**src/design/crq_pkg.sv**
```systemverilog
// Shared types and constants for the CAN receive message queue.
`timescale 1ns / 1ps
`default_nettype none

package crq_pkg;

  localparam int unsigned QCOUNT_W = 4;
  localparam int unsigned MAX_LEN  = 8;

  // Input item kinds
  typedef enum logic [2:0] {
    KIND_FRAME       = 3'd0,
    KIND_POP         = 3'd1,
    KIND_OVERRUN     = 3'd2,
    KIND_STATUS_READ = 3'd3,
    KIND_START       = 3'd4
  } kind_t;

  // Commands handed from the front to the back
  typedef enum logic [2:0] {
    OP_PUSH,
    OP_POP,
    OP_OVERRUN,
    OP_STATUS_READ,
    OP_START,
    OP_NONE
  } op_t;

  typedef enum logic [1:0] {
    LINK_STOPPED = 2'd0,
    LINK_READY   = 2'd1,
    LINK_OVERRUN = 2'd2
  } link_status_t;

  typedef enum logic {
    BK_IDLE,
    BK_READ
  } back_state_t;

  typedef struct packed {
    logic [2:0]  kind;
    logic [31:0] rx_ident_word;
    logic [31:0] rx_length_word;
    logic [31:0] rx_data_low;
    logic [31:0] rx_data_high;
    logic        rx_fifo;
  } in_item_t;

  typedef struct packed {
    logic        push_accepted;
    logic        msg_valid;
    logic [10:0] msg_ident;
    logic [3:0]  msg_length;
    logic [7:0]  msg_filter;
    logic        msg_fifo;
    logic [31:0] msg_data_low;
    logic [31:0] msg_data_high;
    logic [1:0]  link_status;
    logic [QCOUNT_W-1:0] queue_count;
  } out_item_t;

  typedef struct packed {
    logic        fifo;
    logic [7:0]  filter;
    logic [3:0]  length;
    logic [10:0] ident;
  } msg_header_t;

  typedef struct packed {
    msg_header_t header;
    logic [31:0] data_high;
    logic [31:0] data_low;
  } msg_entry_t;

  typedef struct packed {
    op_t        op;
    msg_entry_t entry;
  } cmd_t;

endpackage

`default_nettype wire

```
**src/design/crq_front.sv**
```systemverilog
// Front end: decodes an item, extracts and masks the frame, queues the command.
`timescale 1ns / 1ps
`default_nettype none

module crq_front
  import crq_pkg::*;
(
  input  wire logic     start,
  input  wire in_item_t item,
  input  wire logic     cmdq_full,
  output logic          busy,
  output logic          cmdq_push,
  output cmd_t          cmd
);

  logic [3:0] len;

  assign busy      = cmdq_full;
  assign cmdq_push = start && !cmdq_full;

  // Clamp oversized lengths to a full frame
  assign len = (item.rx_length_word[3:0] > 4'(MAX_LEN)) ? 4'(MAX_LEN)
                                                        : item.rx_length_word[3:0];

  always_comb begin
    cmd = '0;
    unique case (item.kind)
      KIND_FRAME:       cmd.op = OP_PUSH;
      KIND_POP:         cmd.op = OP_POP;
      KIND_OVERRUN:     cmd.op = OP_OVERRUN;
      KIND_STATUS_READ: cmd.op = OP_STATUS_READ;
      KIND_START:       cmd.op = OP_START;
      default:          cmd.op = OP_NONE;
    endcase
    cmd.entry.header.ident  = item.rx_ident_word[31:21];
    cmd.entry.header.length = len;
    cmd.entry.header.filter = item.rx_length_word[15:8];
    cmd.entry.header.fifo   = item.rx_fifo;
    // Zero the bytes past the length
    for (int b = 0; b < 4; b++) begin
      if (4'(b) < len) begin
        cmd.entry.data_low[8*b +: 8]  = item.rx_data_low[8*b +: 8];
      end
      if (4'(b + 4) < len) begin
        cmd.entry.data_high[8*b +: 8] = item.rx_data_high[8*b +: 8];
      end
    end
  end

endmodule

`default_nettype wire

```
**src/design/crq_cmd_fifo.sv**
```systemverilog
// Two-entry command queue between the front end and the back end.
`timescale 1ns / 1ps
`default_nettype none

module crq_cmd_fifo
  import crq_pkg::*;
(
  input  wire logic clk,
  input  wire logic rst,
  input  wire logic push,
  input  wire cmd_t push_cmd,
  input  wire logic pop,
  output logic      full,
  output logic      not_empty,
  output cmd_t      head
);

  cmd_t       slots [2];
  logic       wr_ptr;
  logic       rd_ptr;
  logic [1:0] count;

  assign full      = (count == 2'd2);
  assign not_empty = (count != 2'd0);
  assign head      = slots[rd_ptr];

  always_ff @(posedge clk) begin
    if (push) begin
      slots[wr_ptr] <= push_cmd;
    end
  end

  always_ff @(posedge clk) begin
    if (rst) begin
      wr_ptr <= 1'b0;
      rd_ptr <= 1'b0;
      count  <= 2'd0;
    end else begin
      if (push) begin
        wr_ptr <= ~wr_ptr;
      end
      if (pop) begin
        rd_ptr <= ~rd_ptr;
      end
      unique case ({push, pop})
        2'b10:   count <= count + 2'd1;
        2'b01:   count <= count - 2'd1;
        default: count <= count;
      endcase
    end
  end

endmodule

`default_nettype wire

```
**src/design/crq_back.sv**
```systemverilog
// Back end: message ring memory, pointers, link status and result register.
`timescale 1ns / 1ps
`default_nettype none

module crq_back
  import crq_pkg::*;
#(
  parameter int unsigned QUEUE_DEPTH = 8
) (
  input  wire logic clk,
  input  wire logic rst,
  input  wire logic cmd_avail,
  input  wire cmd_t cmd,
  output logic      cmd_take,
  output logic      done,
  output out_item_t result
);

  localparam int unsigned PTR_W = (QUEUE_DEPTH > 1) ? $clog2(QUEUE_DEPTH) : 1;
  localparam int unsigned CNT_W = $clog2(QUEUE_DEPTH + 1);

  msg_entry_t   ring [QUEUE_DEPTH];
  msg_entry_t   rd_entry;
  back_state_t  state, state_next;
  link_status_t status, status_next;
  logic [PTR_W-1:0] write_pointer, write_pointer_next;
  logic [PTR_W-1:0] read_pointer, read_pointer_next;
  logic [CNT_W-1:0] entry_count, entry_count_next;
  logic         mem_we;
  logic         mem_re;
  logic         res_load;
  out_item_t    res_next;
  logic         full;
  logic         empty;

  function automatic logic [PTR_W-1:0] ptr_inc(input logic [PTR_W-1:0] p);
    logic [PTR_W-1:0] n;
    n = (p == PTR_W'(QUEUE_DEPTH - 1)) ? '0 : p + PTR_W'(1);
    return n;
  endfunction

  assign full  = (entry_count == CNT_W'(QUEUE_DEPTH));
  assign empty = (entry_count == '0);

  always_comb begin
    state_next = state;
    unique case (state)
      BK_IDLE: if (cmd_avail && cmd.op == OP_POP && !empty) begin
        state_next = BK_READ;
      end
      BK_READ: state_next = BK_IDLE;
      default: state_next = BK_IDLE;
    endcase
  end

  always_comb begin
    cmd_take           = 1'b0;
    mem_we             = 1'b0;
    mem_re             = 1'b0;
    res_load           = 1'b0;
    res_next           = '0;
    status_next        = status;
    write_pointer_next = write_pointer;
    read_pointer_next  = read_pointer;
    entry_count_next   = entry_count;
    unique case (state)
      BK_IDLE: if (cmd_avail) begin
        cmd_take = 1'b1;
        res_load = 1'b1;
        unique case (cmd.op)
          OP_PUSH: if (!full) begin
            mem_we                 = 1'b1;
            write_pointer_next     = ptr_inc(write_pointer);
            entry_count_next       = entry_count + CNT_W'(1);
            res_next.push_accepted = 1'b1;
          end
          OP_POP: if (!empty) begin
            // Result goes out once the ring read returns
            mem_re            = 1'b1;
            res_load          = 1'b0;
            read_pointer_next = ptr_inc(read_pointer);
            entry_count_next  = entry_count - CNT_W'(1);
          end
          OP_OVERRUN:     status_next = LINK_OVERRUN;
          OP_START:       status_next = LINK_READY;
          OP_STATUS_READ: if (status == LINK_OVERRUN) begin
            status_next = LINK_READY;
          end
          default: ;
        endcase
        // A status read shows the value before the clear
        res_next.link_status = (cmd.op == OP_STATUS_READ) ? status : status_next;
        res_next.queue_count = QCOUNT_W'(entry_count_next);
      end
      BK_READ: begin
        res_load               = 1'b1;
        res_next.msg_valid     = 1'b1;
        res_next.msg_ident     = rd_entry.header.ident;
        res_next.msg_length    = rd_entry.header.length;
        res_next.msg_filter    = rd_entry.header.filter;
        res_next.msg_fifo      = rd_entry.header.fifo;
        res_next.msg_data_low  = rd_entry.data_low;
        res_next.msg_data_high = rd_entry.data_high;
        res_next.link_status   = status;
        res_next.queue_count   = QCOUNT_W'(entry_count);
      end
      default: ;
    endcase
  end

  always_ff @(posedge clk) begin
    if (mem_we) begin
      ring[write_pointer] <= cmd.entry;
    end
  end

  always_ff @(posedge clk) begin
    if (mem_re) begin
      rd_entry <= ring[read_pointer];
    end
  end

  always_ff @(posedge clk) begin
    if (res_load) begin
      result <= res_next;
    end
  end

  always_ff @(posedge clk) begin
    if (rst) begin
      state         <= BK_IDLE;
      status        <= LINK_STOPPED;
      write_pointer <= '0;
      read_pointer  <= '0;
      entry_count   <= '0;
      done          <= 1'b0;
    end else begin
      state         <= state_next;
      status        <= status_next;
      write_pointer <= write_pointer_next;
      read_pointer  <= read_pointer_next;
      entry_count   <= entry_count_next;
      done          <= res_load;
    end
  end

endmodule

`default_nettype wire

```
**src/design/can_receive_message_queue.sv**
```systemverilog
// Top level of the CAN receive message queue.
`timescale 1ns / 1ps
`default_nettype none

// Receive message queue for CAN frames with a link status flag. An item is
// taken on a clock edge with start high and busy low; each item gives exactly
// one result, shown on result for one cycle while done is high, and the
// receiver must take it then. The front end decodes and masks the frame and
// drops a command into a two-entry queue; busy is high only while that queue
// is full. The back end retires one command per cycle, except a pop that
// finds an entry, which also passes through the BK_READ state because the
// ring memory has a registered read port. With nothing queued ahead, done
// rises once the item has passed the command queue and the result register,
// and the ring read register for such a pop. QUEUE_DEPTH sets the ring's depth in frames.
module can_receive_message_queue
  import crq_pkg::*;
#(
  parameter int unsigned QUEUE_DEPTH = 8
) (
  input  wire logic     clk,
  input  wire logic     rst,
  input  wire logic     start,
  input  wire in_item_t item,
  output logic          busy,
  output logic          done,
  output out_item_t     result
);

  logic cmdq_full;
  logic cmdq_push;
  logic cmdq_not_empty;
  logic cmdq_pop;
  cmd_t front_cmd;
  cmd_t head_cmd;

  crq_front u_front (
    .start     (start),
    .item      (item),
    .cmdq_full (cmdq_full),
    .busy      (busy),
    .cmdq_push (cmdq_push),
    .cmd       (front_cmd)
  );

  crq_cmd_fifo u_cmdq (
    .clk       (clk),
    .rst       (rst),
    .push      (cmdq_push),
    .push_cmd  (front_cmd),
    .pop       (cmdq_pop),
    .full      (cmdq_full),
    .not_empty (cmdq_not_empty),
    .head      (head_cmd)
  );

  crq_back #(
    .QUEUE_DEPTH (QUEUE_DEPTH)
  ) u_back (
    .clk       (clk),
    .rst       (rst),
    .cmd_avail (cmdq_not_empty),
    .cmd       (head_cmd),
    .cmd_take  (cmdq_pop),
    .done      (done),
    .result    (result)
  );

endmodule

`default_nettype wire
```
**config.mk**
```make
export PLATFORM = sky130hd
export DESIGN_NAME = can_receive_message_queue
export DESIGN_NICKNAME = d
export VERILOG_FILES = /design/src/design/crq_pkg.sv /design/src/design/crq_front.sv /design/src/design/crq_cmd_fifo.sv /design/src/design/crq_back.sv /design/src/design/can_receive_message_queue.sv
export SDC_FILE = /design/constraint.sdc
export NUM_CORES = 1
export LEC_CHECK = 0
export ABC_AREA = 1
export BUFFER_PORTS_ARGS = -buffer_cell sky130_fd_sc_hd__buf_2
export CAP_MARGIN = 5
export CORE_ASPECT_RATIO = 1.75
export CORE_UTILIZATION = 30
export CTS_CLUSTER_SIZE = 16
export DETAILED_ROUTE_END_ITERATION = 8
export PLACE_DENSITY = 0.48
export SYNTH_ARGS = -nofsm -noshare
export SYNTH_HDL_FRONTEND = slang
export SYNTH_SLANG_ARGS = --single-unit
```
**constraint.sdc**
```tcl
create_clock -name clk -period 5.6 [get_ports clk]
set_input_delay 0.84 -clock clk [delete_from_list [all_inputs] [get_ports clk]]
set_output_delay 0.84 -clock clk [all_outputs]
set_load 0.01 [all_outputs]
```
==> qor.txt <==
Area Overhead vs Synth -> 15.2%
Layout net count -> 3,496
R2R depth -> 10
Num ports -> 233
Die width -> 285 microns
Worst slew margin -> 0.282
CP most frequent cell -> nand2_1
Die Y -> 497 microns
Die area -> 141,000 sq um
Starting Density -> 0.302
LEAKAGE -> 17.6 nW
Initial antenna violation count -> 7
Final hold slack -> 0.333 ns
Placed Cells -> 5,078
HPWL after detailed placement -> 54,400 microns
Core Footprint -> 139,000 sq um
Worst-case clock buffer depth -> 3
Final setup violation count -> 0
Vias/cell -> 4.60
Minimum clock period -> 3.77 ns
Vias in the first global route -> 24,300
Syn Area/Cell -> 13.1 sq um
Crit path cell chain -> inv_4 -> nand2_1 -> nand2_1 -> nand2_1 -> nor2_4 -> nand3_2 -> inv_2 -> nand2_1 -> nor2_4 -> buf_4
Cells after synthesis -> 3,192
Clk slew on worst S/H paths -> 0.06 ns
Routed WL per cell -> 19.4 microns
Yosys cell types -> 37
Placer's final routability congestion estimate -> 0.696
All-Layer GR Usage -> 0.145
Arrival @ worst endpoint -> 4.11 ns
Global route total overflow -> 0
Upper clock frequency limit -> 265 MHz
CP Capture Type -> register
Worst Max-Slew Pin Slew -> 1.08 ns
CTS Root Buffer Type -> clkbuf_16
GR peak layer -> met2
CTS tree -> yes
Startpoint types -> register
Hold depth -> 1
Drt first pass iters -> 5
Warnings, synthesis -> 0
Pwr Density -> 420 nW/um^2
Most common cell after layout, fill and taps aside -> edfxtp_1
Detail Route Antenna Nets -> 0
Max Cap Viol -> 0
Unrepaired setup endpoints after global routing -> false
DRC errors left -> 0
Syn Nets -> 3,334
Post-synthesis cell area -> 41,900 sq um
Post-CTS Setup Repair Bufs -> 0
Status -> finished clean
M1 GR Usage -> 0.181
Largest net degree at the start of global routing -> 183
Fillers -> 13,500
TritonCTS Buffers -> 104
Slowest stage cell, crit path -> nor2_4
Slew Viols, Final -> 0
Req. time, crit path -> 5.94 ns
Cts hold-fix bufs -> 0
Final core utilization -> 0.348
CTS resizes -> 0
Met2 Resource Use GR -> 0.254
Worst hold path type -> input port to register
Post-Route WL -> 102,000 microns
Worst vdd ir -> 0.242 mV
Setup CP Type -> register to register
Worst Path Max Fanout -> 40
Fin crit share -> 0.673
H-tree depth -> 3
Register area share after synthesis -> 0.776
Post-route setup TNS -> 0 ns
Input/output buffers -> 191
Final hold violation count -> 0
Most frequent cells in the layout -> edfxtp_1, nand2_1, nor2_1, buf_2, o21ai_0
Cell row count -> 181
Final cell count without fillers -> 5,267
Synth Register Bits -> 1,089
Met3 Track Usage GR -> 0.0214
Share of layout cells above drive strength 1 -> 0.122
Worst skew pair latency -> 0.71 ns
Clk_skew -> 0.0227 ns
Via Count -> 24,200
Global-route wire length before repair -> 152,000 microns
DRT iter0 DRCs -> 1,671
Max incr delay on CP -> 0.64 ns
Sink Count -> 1,089
-- final cells by class --
type / instances / area, sq um / share of cell area
clock buffer: 135 / 2850 / 0.0589
inverter: 189 / 727 / 0.0151
antenna: 2 / 5.00 / 0.000104
clock inverter: 52 / 523 / 0.0108
tap: 1830 / 2290 / 0.0474
multi-input combinational: 1740 / 7980 / 0.165
timing repair buffer: 230 / 1370 / 0.0285
sequential: 1089 / 32500 / 0.674
-- kinds of logic (layout without fill, tap and decap cells) --
kind of cell	count (synthesis)	in the layout	share of synthesized area
and+or+nand+nor	1340	1340	0.123
DFF	1089	1089	0.776
AOI/OAI and AO/OA	391	391	0.0629
buffers and inverters	363	606	0.0362
adders and majority gates	7	7	0.00209
xor gates and xnor gates	2	2	0.000418
other	0	2	0
-- Yosys cell counts --
master	count	area, sq um
a21boi_0	1	7.51
a21o_1	1	7.51
a21oi_1	15	75.1
a21oi_2	1	8.76
a31oi_1	1	6.26
and3_1	1	6.26
buf_1	6	22.5
buf_2	44	220
buf_4	24	180
buf_6	1	11.3
clkbuf_1	99	372
clkinv_1	1	3.75
clkinv_2	1	5.00
dfxtp_1	19	380
edfxtp_1	1070	32100
ha_1	7	87.6
inv_1	181	679
inv_2	6	22.5
nand2_1	709	2660
nand2_2	7	43.8
nand2_4	1	11.3
nand3_1	10	50.1
nand3_2	1	10.0
nand3b_1	2	15.0
nand4_1	5	31.3
nor2_1	593	2230
nor2_2	3	18.8
nor2_4	4	45.0
nor3_2	2	20.0
o211ai_1	2	15.0
o21ai_0	184	921
o21ai_1	8	40.0
o22ai_1	1	6.26
o31ai_1	1	7.51
o32ai_1	176	1540
or2_2	2	12.5
xor2_1	2	17.5
-- final timing paths --
kind | start | to | slack, ns
max | register | u_back.ring[4][19]$_DFFE_PP_ | 1.83
min reg2reg | u_cmdq.rd_ptr$_SDFFE_PP0P_ | u_cmdq.rd_ptr$_SDFFE_PP0P_ | 0.46
min | item[124] | u_cmdq.slots[1][70]$_DFFE_PP_ | 0.33
max reg2reg | register | u_back.ring[4][19]$_DFFE_PP_ | 1.83
-- layer usage --
layer	up-vias	wire length, microns
met1	12100	44400
met3	141	3880
met2	447	51300
li1	11500	-
met4	6	2570
met5	-	30
-- where the power goes --
| part | total, mW | switching [mW] | internal (mW) |
|---|---|---|---|
| Sequential | 10.6 | 0.232 | 10.4 |
| Combinational | 2.66 | 2.05 | 0.614 |
| Clock | 7.04 | 3.01 | 4.03 |
| Total | 20.3 | 5.28 | 15.0 |
-- through the flow --
stage | setup WS [ns] | total power, mW | area, sq um
after floorplan | 0.124 | 12.3 | 41900
after global placement | 1.67 | 13.5 | 44900
after detailed placement | 1.67 | 13.5 | 44900
after CTS | 1.66 | 20.6 | 48300
after global routing | 1.54 | 21.2 | 48300
final | 1.83 | 20.3 | 48300
-- worst max-delay path: cells and delay by family (launching register included) --
family                 cells  cell delay, ns
buffers and inverters      3            1.19
and+or+nand+nor            7            1.67
DFF                        1            0.52
-- sequential cells by signal, indices dropped and copies added, names as in the netlist, 2 cells and up, named ones only --
| name | cells |
|---|---|
| u_back.ring | 704 |
| u_back.read_pointer | 3 |
| u_back.write_pointer | 3 |
| u_back.result | 96 |
| u_cmdq.slots | 182 |
| u_back.status | 2 |
| u_cmdq.count | 2 |
| u_back.entry_count | 4 |
| u_back.rd_entry | 88 |
(Power assumes the default switching activity.)
